==> config.mk <==
export PLATFORM = sky130hd
export DESIGN_NAME = sliding_window_rate_meter_top
export DESIGN_NICKNAME = d
export VERILOG_FILES = /design/src/rtl/swrm_pkg.sv /design/src/rtl/swrm_window.sv /design/src/rtl/swrm_div_stage.sv /design/src/rtl/sliding_window_rate_meter_top.sv
export SDC_FILE = /design/constraint.sdc
export NUM_CORES = 1
export LEC_CHECK = 0
export BUFFER_PORTS_ARGS = -buffer_cell sky130_fd_sc_hd__buf_2
export CORE_ASPECT_RATIO = 1.2
export CORE_MARGIN = 5
export CORE_UTILIZATION = 45
export DETAILED_ROUTE_END_ITERATION = 8
export GPL_ROUTABILITY_DRIVEN = 0
export GPL_TIMING_DRIVEN = 0
export PLACE_DENSITY = 0.73
export SYNTH_ARGS = -nofsm -noshare
export SYNTH_HDL_FRONTEND = slang
export SYNTH_HIERARCHICAL = 1
export SYNTH_SLANG_ARGS = --single-unit
export TNS_END_PERCENT = 50
==> constraint.sdc <==
create_clock -name clk -period 9.66 [get_ports clk]
set_input_delay 0.483 -clock clk [delete_from_list [all_inputs] [get_ports clk]]
set_output_delay 0.483 -clock clk [all_outputs]
set_load 0.03 [all_outputs]
==> src/rtl/swrm_pkg.sv <==
// Shared widths and constants for the sliding-window rate meter.
// No dependencies; used by every module of the block.
`default_nettype none

package swrm_pkg;

	localparam int BYTES_W    = 31;
	localparam int BUCKET_W   = 32;
	localparam int TOTAL_W    = 40;
	localparam int RATE_W     = 31;
	localparam int TDATA_W    = 32;

	// reciprocal divide; a divisor up to 64 adds 6 bits of dividend below the clip
	localparam int NUM_W      = RATE_W + 6;
	localparam int DIV_SHIFT  = NUM_W + 6;
	localparam int RECIP_W    = DIV_SHIFT + 1;
	localparam int LO_W       = 19;
	localparam int HI_W       = NUM_W - LO_W;
	localparam int R_LO_W     = 22;
	localparam int R_HI_W     = RECIP_W - R_LO_W;
	localparam int PP_W       = LO_W + R_LO_W;
	localparam int PROD_W     = DIV_SHIFT + RATE_W;

	localparam logic [RATE_W-1:0] RATE_MAX = {RATE_W{1'b1}};

endpackage

`default_nettype wire

==> src/rtl/swrm_window.sv <==
// Bucket ring, ring position, open bucket and running window total.
// Depends on swrm_pkg.
`default_nettype none

module swrm_window #(
	parameter int NUM_BUCKETS = 16
) (
	input  wire logic                           clk,
	input  wire logic                           arst_n,
	input  wire logic                           acc,
	input  wire logic                           tick,
	input  wire logic [swrm_pkg::BYTES_W-1:0]   bytes,
	output logic      [swrm_pkg::TOTAL_W-1:0]   total_nxt
);

	localparam int PW = (NUM_BUCKETS > 1) ? $clog2(NUM_BUCKETS) : 1;
	localparam logic [PW-1:0] POS_LAST = PW'(NUM_BUCKETS - 1);

	logic [swrm_pkg::BUCKET_W-1:0] ring_mem [NUM_BUCKETS];
	logic [NUM_BUCKETS-1:0]        bvld_q;
	logic [swrm_pkg::BUCKET_W-1:0] rd_q;
	logic                          rd_vld_q;
	logic [PW-1:0]                 pos_q;
	logic [PW-1:0]                 pos_nxt;
	logic [swrm_pkg::TOTAL_W-1:0]  tot_q;
	logic [swrm_pkg::BUCKET_W-1:0] open_q;
	logic [swrm_pkg::BUCKET_W-1:0] old_bkt;
	logic [swrm_pkg::BUCKET_W-1:0] open_base;
	logic [swrm_pkg::BUCKET_W:0]   open_sum;
	logic                          close;

	assign close   = acc & tick;
	assign pos_nxt = !close ? pos_q : ((pos_q == POS_LAST) ? '0 : pos_q + 1'b1);
	assign old_bkt = rd_vld_q ? rd_q : '0;

	assign total_nxt = close
		? (tot_q - {{(swrm_pkg::TOTAL_W-swrm_pkg::BUCKET_W){1'b0}}, old_bkt}
			+ {{(swrm_pkg::TOTAL_W-swrm_pkg::BUCKET_W){1'b0}}, open_q})
		: tot_q;

	assign open_base = tick ? '0 : open_q;
	assign open_sum  = {1'b0, open_base}
		+ {{(swrm_pkg::BUCKET_W+1-swrm_pkg::BYTES_W){1'b0}}, bytes};

	// read port prefetches the bucket at the next position
	always_ff @(posedge clk) begin
		if (close) begin
			ring_mem[pos_q] <= open_q;
		end
		rd_q <= ring_mem[pos_nxt];
	end

	always_ff @(posedge clk or negedge arst_n) begin
		if (!arst_n) begin
			bvld_q   <= '0;
			rd_vld_q <= 1'b0;
			pos_q    <= '0;
			tot_q    <= '0;
			open_q   <= '0;
		end else begin
			if (close) begin
				bvld_q[pos_q] <= 1'b1;
			end
			rd_vld_q <= bvld_q[pos_nxt];
			pos_q    <= pos_nxt;
			if (acc) begin
				tot_q  <= total_nxt;
				open_q <= open_sum[swrm_pkg::BUCKET_W] ? '1
					: open_sum[swrm_pkg::BUCKET_W-1:0];
			end
		end
	end

	a_pos_range: assert property (@(posedge clk) disable iff (!arst_n)
		{1'b0, pos_q} <= {1'b0, POS_LAST})
		else $error("ring position out of range");

	a_pos_adv: assert property (@(posedge clk) disable iff (!arst_n)
		close |=> pos_q != $past(pos_q))
		else $error("ring position did not advance on tick");

	a_idle_hold: assert property (@(posedge clk) disable iff (!arst_n)
		!acc |=> $stable(tot_q) && $stable(open_q) && $stable(pos_q))
		else $error("window state changed without a transfer");

endmodule

`default_nettype wire

==> src/rtl/swrm_div_stage.sv <==
// Constant divider for the window total: reciprocal multiply over two registered stages.
// Depends on swrm_pkg; DIVISOR must lie in 1..64, which the block itself does not enforce.
`default_nettype none

module swrm_div_stage #(
	parameter int DIVISOR = 1
) (
	input  wire logic                                 clk,
	input  wire logic                                 arst_n,
	input  wire logic                                 in_valid,
	output logic                                      in_ready,
	input  wire logic [swrm_pkg::TOTAL_W-1:0]         total,
	output logic                                      out_valid,
	input  wire logic                                 out_ready,
	output logic      [swrm_pkg::RATE_W-1:0]          quot,
	output logic                                      sat
);

	localparam int PP_W   = swrm_pkg::PP_W;
	localparam int PROD_W = swrm_pkg::PROD_W;
	localparam logic [63:0] RECIP_64 =
		((64'd1 << swrm_pkg::DIV_SHIFT) + 64'(DIVISOR) - 64'd1) / 64'(DIVISOR);
	localparam logic [63:0] LIMIT_64 = 64'(DIVISOR) << swrm_pkg::RATE_W;
	localparam logic [swrm_pkg::R_LO_W-1:0] R_LO = RECIP_64[swrm_pkg::R_LO_W-1:0];
	localparam logic [swrm_pkg::R_HI_W-1:0] R_HI =
		RECIP_64[swrm_pkg::RECIP_W-1:swrm_pkg::R_LO_W];
	localparam logic [swrm_pkg::TOTAL_W-1:0] SAT_LIMIT = LIMIT_64[swrm_pkg::TOTAL_W-1:0];

	logic                         vld_s1;
	logic [swrm_pkg::TOTAL_W-1:0] tot_s1;
	logic                         rdy_s2;
	logic                         vld_s2;
	logic                         sat_s2;
	logic [PP_W-1:0]              pp_ll_s2;
	logic [PP_W-1:0]              pp_lh_s2;
	logic [PP_W-1:0]              pp_hl_s2;
	logic [PP_W-1:0]              pp_hh_s2;
	logic [swrm_pkg::LO_W-1:0]    n_lo;
	logic [swrm_pkg::HI_W-1:0]    n_hi;
	logic [PROD_W-1:0]            prod;

	// below the clip limit the total fits NUM_W bits
	assign n_lo = tot_s1[swrm_pkg::LO_W-1:0];
	assign n_hi = tot_s1[swrm_pkg::NUM_W-1:swrm_pkg::LO_W];

	assign rdy_s2    = !vld_s2 | out_ready;
	assign in_ready  = !vld_s1 | rdy_s2;
	assign out_valid = vld_s2;

	always_ff @(posedge clk or negedge arst_n) begin
		if (!arst_n) begin
			vld_s1 <= 1'b0;
			vld_s2 <= 1'b0;
		end else begin
			if (in_ready) begin
				vld_s1 <= in_valid;
			end
			if (rdy_s2) begin
				vld_s2 <= vld_s1;
			end
		end
	end

	always_ff @(posedge clk) begin
		if (in_valid && in_ready) begin
			tot_s1 <= total;
		end
		if (vld_s1 && rdy_s2) begin
			sat_s2   <= tot_s1 >= SAT_LIMIT;
			pp_ll_s2 <= PP_W'(n_lo) * PP_W'(R_LO);
			pp_lh_s2 <= PP_W'(n_lo) * PP_W'(R_HI);
			pp_hl_s2 <= PP_W'(n_hi) * PP_W'(R_LO);
			pp_hh_s2 <= PP_W'(n_hi) * PP_W'(R_HI);
		end
	end

	assign prod = PROD_W'(pp_ll_s2)
		+ (PROD_W'(pp_lh_s2) << swrm_pkg::R_LO_W)
		+ (PROD_W'(pp_hl_s2) << swrm_pkg::LO_W)
		+ (PROD_W'(pp_hh_s2) << (swrm_pkg::LO_W + swrm_pkg::R_LO_W));
	assign quot = prod[PROD_W-1:swrm_pkg::DIV_SHIFT];
	assign sat  = sat_s2;

	a_s1_hold: assert property (@(posedge clk) disable iff (!arst_n)
		vld_s1 && !rdy_s2 |=> vld_s1 && $stable(tot_s1))
		else $error("stage 1 item not held while stalled");

	a_s2_hold: assert property (@(posedge clk) disable iff (!arst_n)
		vld_s2 && !out_ready |=> vld_s2 && $stable(sat_s2) && $stable(pp_hh_s2)
			&& $stable(pp_ll_s2))
		else $error("stage 2 item not held while stalled");

endmodule

`default_nettype wire

==> src/rtl/sliding_window_rate_meter_top.sv <==
// Sliding-window rate meter: top level with window state, constant divider, output register.
// Depends on swrm_pkg, swrm_window, swrm_div_stage.
//
// Usage:
//   Slave stream carries one transfer per event: s_axis_tuser[0] is the tick
//   (a bucket period ended before these bytes), s_axis_tdata[30:0] the byte
//   count. Master stream returns one transfer per input transfer, in order:
//   m_axis_tdata[30:0] is the closed-bucket window total divided by
//   WINDOW_SECONDS (1..64), clipped to 2^31-1; m_axis_tuser[0] flags the clip.
//   Bytes in the open bucket count only after the next tick closes it.
//   Throughput: one transfer per cycle while m_axis_tready stays high.
//   Window state updates at acceptance; the new total is registered, split
//   into partial products of a reciprocal multiply, then summed, clipped and
//   held in the output register. Three registers hold items in flight; each
//   holds while the next is full and bubbles collapse, so input keeps flowing
//   while results wait until all three are full, then s_axis_tready drops.
//   Reset (arst_n low) zeroes the ring (per-entry valid bits), the position,
//   the open bucket and the window total, and empties the pipeline.
`default_nettype none

module sliding_window_rate_meter_top #(
	parameter int NUM_BUCKETS    = 16,
	parameter int WINDOW_SECONDS = 1
) (
	input  wire logic                           clk,
	input  wire logic                           arst_n,
	input  wire logic                           s_axis_tvalid,
	output logic                                s_axis_tready,
	input  wire logic [swrm_pkg::TDATA_W-1:0]   s_axis_tdata,  // [30:0] bytes
	input  wire logic [0:0]                     s_axis_tuser,  // [0] tick
	output logic                                m_axis_tvalid,
	input  wire logic                           m_axis_tready,
	output logic      [swrm_pkg::TDATA_W-1:0]   m_axis_tdata,  // [30:0] rate
	output logic      [0:0]                     m_axis_tuser   // [0] saturated
);

	logic                         acc;
	logic [swrm_pkg::TOTAL_W-1:0] total_nxt;
	logic                         dv_vld;
	logic [swrm_pkg::RATE_W-1:0]  dv_quot;
	logic                         dv_sat;
	logic                         out_en;
	logic                         m_vld_q;
	logic [swrm_pkg::RATE_W-1:0]  rate_q;
	logic                         sat_q;

	assign acc = s_axis_tvalid & s_axis_tready;

	swrm_window #(
		.NUM_BUCKETS(NUM_BUCKETS)
	) u_window (
		.clk      (clk),
		.arst_n   (arst_n),
		.acc      (acc),
		.tick     (s_axis_tuser[0]),
		.bytes    (s_axis_tdata[swrm_pkg::BYTES_W-1:0]),
		.total_nxt(total_nxt)
	);

	swrm_div_stage #(
		.DIVISOR(WINDOW_SECONDS)
	) u_div (
		.clk      (clk),
		.arst_n   (arst_n),
		.in_valid (s_axis_tvalid),
		.in_ready (s_axis_tready),
		.total    (total_nxt),
		.out_valid(dv_vld),
		.out_ready(out_en),
		.quot     (dv_quot),
		.sat      (dv_sat)
	);

	assign out_en = !m_vld_q | m_axis_tready;

	always_ff @(posedge clk or negedge arst_n) begin
		if (!arst_n) begin
			m_vld_q <= 1'b0;
		end else if (out_en) begin
			m_vld_q <= dv_vld;
		end
	end

	always_ff @(posedge clk) begin
		if (out_en && dv_vld) begin
			rate_q <= dv_sat ? swrm_pkg::RATE_MAX : dv_quot;
			sat_q  <= dv_sat;
		end
	end

	assign m_axis_tvalid   = m_vld_q;
	assign m_axis_tdata    = {{(swrm_pkg::TDATA_W-swrm_pkg::RATE_W){1'b0}}, rate_q};
	assign m_axis_tuser[0] = sat_q;

	a_sat_max: assert property (@(posedge clk) disable iff (!arst_n)
		m_vld_q && sat_q |-> rate_q == swrm_pkg::RATE_MAX)
		else $error("saturated result without maximum rate");

endmodule

`default_nettype wire

==> results.json, run 1 <==
{
  "status": "complete, no violations",
  "dieHeight_um": 304.5,
  "drc": 0,
  "dpl_worst_slack_ns": 5.030,
  "grt_max_degree": 54,
  "worstSetupPathType": "reg -> reg",
  "grt_use_total_pct": 19.47,
  "areaGrowthSynthToFinish_pct": 13.17,
  "placed_cells": 3224,
  "cts_tree": "done",
  "finish.instance_area_um2": 36790,
  "numClockSinks": 744,
  "setup_viol": 0,
  "io_pins": 72,
  "htreeDepth": 3,
  "setup_ws_ns": 4.867,
  "final_cell_mix": "edfxtp_1 (616), nand2_1 (225), inv_1 (157)",
  "fmax_mhz": 208.6,
  "syn_area_per_cell_um2": 14.81,
  "final_layout_size_suffix_gt1_share_pct": 17.23,
  "whs_ns": 0.1355,
  "numCtsBuffers": 68,
  "port_buffers": 68,
  "setup-tns-final_ns": 0,
  "total_power_mw": 13.50,
  "worst_clock_skew_ns": 0.02674,
  "synth_edf_count": 616,
  "clkTransAtPathRegs_ns": 0.06,
  "layout_commonest_cell": "edfxtp_1",
  "cts_max_path_buffers": 3,
  "fin_crit_sh_pct": 49.62,
  "post_drt_wl_per_cell_um": 23.01,
  "fin_cells": 3350,
  "relSlewSlack_pct": 25.49,
  "syn-num-nets": 2341,
  "yosysSeqAreaShare_pct": 66.25,
  "first_global_vias": 19841,
  "num_rows": 108,
  "rsz0062_at_grt": "no",
  "yosys_register_bits": 744,
  "hold_path.class": "in -> reg",
  "synth_cell_types": 78,
  "post_cts_buffers": 0,
  "power_density_nw_per_um2": 366.9,
  "routed_via_density": 5.777,
  "cp-end-kind": "register",
  "synthesis.area_um2": 32510,
  "arrival_ns": 5.14,
  "clk_latency_ns": 0.62,
  "root_buffer": "clkbuf_16",
  "grt_first_pass_wirelength_um": 116900,
  "drv_slew": 0,
  "dr.pass1.iters": 5,
  "nets": 2505,
  "startpoint_type": "register",
  "dr_total_vias": 19352,
  "grt_antenna_before_repair": 1,
  "final-hold-violation-count": 0,
  "async_reset_ff_share_pct": 12.90,
  "worst_pin_slew_ns": 1.114,
  "synth_cells": 2196,
  "ys_warn_count": 6,
  "chipWidth_um": 255.4,
  "start_util_pct": 45.14,
  "placed_area_um2": 34530,
  "worstPathMaxFanout": 18,
  "leakage_nw": 13.26,
  "finish.utilization_pct": 51.09,
  "drt-total-wl_um": 77070,
  "coreArea_um2": 72020,
  "max-cap-violations": 0,
  "required_ns": 10.01,
  "ys.flop_type": "edfxtp_1",
  "irDropWorstVdd_uv": 211.1,
  "dp.final_hpwl_um": 53660,
  "drt-initial-drc-count": 1589,
  "period_minus_slack_ns": 4.793,
  "grt_overflow": 0,
  "die_area_um2": 77750,
  "ant_nets": 0
}
-- per-layer routing --
metal / wire [µm] / vias up / global-route usage (%)
met2: 40690 / 943 / 35.62
met1: 27140 / 9695 / 22.48
li1: - / 8523 / -
met3: 5765 / 191 / 3.212
met4: 3468 / 0 / 8.928
met5: 0 / - / 0
-- path summary, 6_finish.rpt --
| kind | start | end | slack (ns) | depth (start not counted) |
|---|---|---|---|---|
| max in group asynchronous | arst_n | u_window/open_q[6] | 8.48 | 3 |
| worst max register to register | u_window/open_q[6] | u_div/tot_s1[33] | 4.87 | 13 |
| worst min register to register | u_div/tot_s1[6] | u_div/pp_lh_s2[27] | 0.42 | 0 |
| worst min-delay path | s_axis_tvalid | u_div/vld_s1 | 0.14 | 2 |
| min in group asynchronous | arst_n | u_window/tot_q[35] | 0.44 | 2 |
| worst max-delay path | u_window/open_q[6] | u_div/tot_s1[33] | 4.87 | 13 |
-- final cells by class --
class,count,area (µm²)
Timing Repair Buffer,94,748.2
Buffer,92,427.9
Sequential cell,744,21540
Inverter,158,593.1
Multi-Input combinational cell,1202,10060
Fill cell,5743,35230
Antenna cell,1,2.502
Clock inverter,36,377.9
Tap cell,935,1170
Clock buffer,88,1869
-- registers in the layout (all words and copies together), names as in the netlist --
register / cells
m_axis_tuser: 1
u_window/bvld_q: 16
u_div/tot_s1: 40
rate_q: 31
u_div/pp_hh_s2: 12
u_div/vld_s1: 1
m_axis_tvalid: 1
u_window/pos_q: 4
u_window/open_q: 32
u_window/rd_vld_q: 1
u_window/ring_mem: 512
u_window/rd_q: 32
u_div/sat: 1
u_div/out_valid: 1
u_window/tot_q: 40
u_div/pp_lh_s2: 19
-- cell families after synthesis --
logic type / after synthesis / share of synthesized area [%]
xor gates and xnor gates: 53 / 1.428
and+or+nand+nor: 552 / 8.051
DFF: 744 / 66.25
muxes: 134 / 9.205
buffers and inverters: 250 / 3.140
AOI/OAI and AO/OA: 354 / 6.993
adders and majority gates: 108 / 4.918
other: 1 / 0.01153
-- worst max-delay path, cell delays in order (launching register included) --
cell and delay, ns:
dfrtp_1 0.79, inv_1 0.20, fa_1 0.55, inv_1 0.04, ha_1 0.35, a21oi_1 0.22, nor3_1 0.09, a311oi_1 0.61
o2111ai_1 0.40, nand2_1 0.27, a21oi_1 0.18, a31o_2 0.31, and3_1 0.15, or3_1 0.35
-- what timing repair did --
| action | CTS | global route |
|---|---|---|
| resized for setup | 0 | 0 |
| hold buffers | 1 | 0 |
| endpoints found under the hold margin | 43 | 0 |
-- where the power goes --
part / total [mW] / internal, mW / switching (mW)
registers: 4.84 / 4.33 / 0.505
logic: 5.95 / 2.35 / 3.60
clock network: 2.71 / 1.54 / 1.17
-- cell usage after synthesis (all sizes together), types with 3 or more instances --
| master | number | area, µm² |
|---|---|---|
| a2111oi | 3 | 45.05 |
| a211oi | 10 | 75.07 |
| a21boi | 5 | 37.54 |
| a21o | 31 | 232.7 |
| a21oi | 64 | 320.3 |
| a221oi | 5 | 50.04 |
| a31o | 3 | 26.28 |
| a31oi | 64 | 412.9 |
| a41oi | 4 | 35.03 |
| and2 | 43 | 271.5 |
| and3 | 44 | 275.3 |
| buf | 43 | 241.5 |
| clkbuf | 49 | 186.4 |
| dfrtp | 96 | 2402 |
| dfxtp | 32 | 640.6 |
| edfxtp | 616 | 18500 |
| fa | 33 | 660.6 |
| ha | 75 | 938.4 |
| inv | 158 | 593.1 |
| mux4 | 132 | 2973 |
| nand2 | 226 | 850.8 |
| nand2b | 19 | 118.9 |
| nand3 | 18 | 95.09 |
| nand3b | 4 | 42.54 |
| nand4 | 9 | 56.30 |
| nor2 | 105 | 394.1 |
| nor2b | 6 | 37.54 |
| nor3 | 17 | 85.08 |
| o211ai | 4 | 30.03 |
| o21a | 12 | 90.09 |
| o21ai | 102 | 518.0 |
| o21bai | 8 | 60.06 |
| o22ai | 4 | 25.02 |
| o311ai | 3 | 33.79 |
| o31a | 3 | 26.28 |
| o31ai | 8 | 60.06 |
| or2 | 49 | 306.6 |
| or3 | 5 | 31.28 |
| xnor2 | 27 | 236.5 |
| xor2 | 26 | 227.7 |
No activity file was read; power rests on OpenSTA's default activity.
==> run 2: changes to the inputs <==
PLACE_DENSITY = 0.75   (was 0.73)
clock period = 4.3 ns   (was 9.66 ns; I/O delays follow)
==> results.json, run 2 (synthesis gave the netlist of run 1 again) <==
{
  "status": "complete, no violations",
  "rr_worst_depth": 14,
  "whs_ns": 0.1070,
  "grt_use_total_pct": 19.60,
  "grt_max_degree": 54,
  "worst-path-buf-inv": 3,
  "numCtsBuffers": 69,
  "routed_via_density": 5.752,
  "dieHeight_um": 304.5,
  "final_layout_size_suffix_gt1_share_pct": 18.67,
  "drv_slew": 0,
  "clk_latency_ns": 0.62,
  "setup-tns-final_ns": 0,
  "placed_area_um2": 34560,
  "max_stage_delay_ns": 0.51,
  "io_pins": 72,
  "final_cell_mix": "edfxtp_1 (616), nand2_1 (225), inv_1 (157)",
  "layout_commonest_cell": "edfxtp_1",
  "total_power_mw": 31.15,
  "worst_clock_skew_ns": 0.02463,
  "grt_overflow": 0,
  "worst_pin_slew_ns": 1.067,
  "ant_nets": 0,
  "period_minus_slack_ns": 4.226,
  "first_global_vias": 20037,
  "worstPathMaxFanout": 10,
  "leakage_nw": 13.38,
  "cts_tree": "done",
  "arrival_ns": 4.58,
  "fmax_mhz": 236.6,
  "relSlewSlack_pct": 28.62,
  "hold_path.class": "in -> reg",
  "required_ns": 4.66,
  "fin_cells": 3362,
  "drc": 0,
  "htreeDepth": 3,
  "cts_max_path_buffers": 3,
  "slowest_stage": "a311oi_2",
  "power_density_nw_per_um2": 839.4,
  "finish.utilization_pct": 51.52,
  "top_regs": "u_window/ring_mem (512), u_div/tot_s1 (40), u_window/tot_q (40)",
  "placed_cells": 3224,
  "coreArea_um2": 72020,
  "post_drt_wl_per_cell_um": 23.09,
  "num_rows": 108,
  "dp.final_hpwl_um": 54160,
  "die_area_um2": 77750,
  "setup_viol": 0,
  "final-hold-violation-count": 0,
  "drt-total-wl_um": 77620,
  "cp-end-kind": "register",
  "worstSetupPathType": "reg -> reg",
  "crit_family": "compound AO/OA/AOI/OAI gates",
  "port_buffers": 68,
  "regMostFlops": "u_window/ring_mem",
  "fillers": 5678,
  "clkTransAtPathRegs_ns": 0.07,
  "setup_ws_ns": 0.07411,
  "max-cap-violations": 0,
  "chipWidth_um": 255.4,
  "start_util_pct": 45.14,
  "antennaDiodeCount": 0,
  "worstPathCellList": "buf_2 -> and2_1 -> fa_1 -> inv_1 -> ha_1 -> clkbuf_4 -> a21o_1 -> a311oi_2 -> o2111ai_2 -> nand2_1 -> a21oi_2 -> a31o_2 -> and3_1 -> or3_1",
  "numClockSinks": 744,
  "irDropWorstVdd_uv": 540.6,
  "grt_first_pass_wirelength_um": 117800,
  "seq_area_um2": 21560,
  "finish.instance_area_um2": 37110,
  "root_buffer": "clkbuf_16",
  "fin_crit_sh_pct": 98.28,
  "dr.pass1.iters": 7,
  "largest_reg_flops": 512,
  "path_depth": 14,
  "areaGrowthSynthToFinish_pct": 14.14,
  "dr_total_vias": 19337,
  "dpl_worst_slack_ns": -0.2842,
  "drt-initial-drc-count": 1925,
  "min_path_cells": 3,
  "nets": 2515,
  "startpoint_type": "register",
  "grt_antenna_before_repair": 0,
  "multiInputGateArea_um2": 10150
}
## run 2: cell count changes in the layout (fill, tap and decap cells not counted), sizes merged
cell,delta
inv,-2
clkinv,+17
bufinv,+2
clkinvlp,-7
diode,-1
clkbuf,-7
dlygate4sd3,+2
buf,+8
## run 2: power breakdown
| part | switching, mW | total (mW) | internal, mW | leakage (nW) |
|---|---|---|---|---|
| Sequential | 1.13 | 10.9 | 9.75 | 6.87 |
| Combinational | 8.42 | 14.0 | 5.58 | 5.37 |
| Clock | 2.67 | 6.27 | 3.60 | 1.14 |
## run 2: worst paths after layout
check | slack [ns] | from | endpoint
min in group asynchronous | 0.16 | arst_n | u_window/tot_q[26]
max in group asynchronous | 3.39 | arst_n | u_window/open_q[4]
max reg2reg | 0.07 | u_window/rd_vld_q | u_div/tot_s1[33]
min | 0.11 | s_axis_tuser | u_window/open_q[31]
max | 0.07 | u_window/rd_vld_q | u_div/tot_s1[33]
min reg2reg | 0.41 | u_div/tot_s1[20] | u_div/pp_hh_s2[22]
## run 2: area by class of cell
| cell class | count | area share, % |
|---|---|---|
| well taps | 935 | 3.153 |
| clock inverters | 46 | 1.349 |
| flip-flops and latches | 744 | 58.11 |
| plain buffers | 92 | 1.167 |
| inverters | 158 | 1.598 |
| clock buffers | 82 | 4.983 |
| multi-input cells | 1202 | 27.36 |
| repair buffers | 103 | 2.283 |
## run 2: routing by layer
metal	global-route usage, %	vias to the layer above	routed length (µm)
met5	0	-	0
met4	8.137	0	3157
met3	3.163	183	5421
met2	36.78	938	41970
met1	22.21	9692	27080
li1	-	8524	-
## run 2: what timing repair did
item	in CTS	in global routing
gates resized for setup	9	32
hold buffers	3	0
setup endpoints to repair	38	44
setup buffers	1	6
endpoints found under the hold margin	45	0
pin swaps	1	6
## run 2: worst reg2reg max path, stage by stage (launching register included)
cell and delay (ns):
dfrtp_2 0.47, buf_2 0.20, and2_1 0.16, fa_1 0.47, inv_1 0.04, ha_1 0.28
clkbuf_4 0.18, a21o_1 0.22, a311oi_2 0.51, o2111ai_2 0.25, nand2_1 0.25, a21oi_2 0.12
a31o_2 0.29, and3_1 0.15, or3_1 0.37
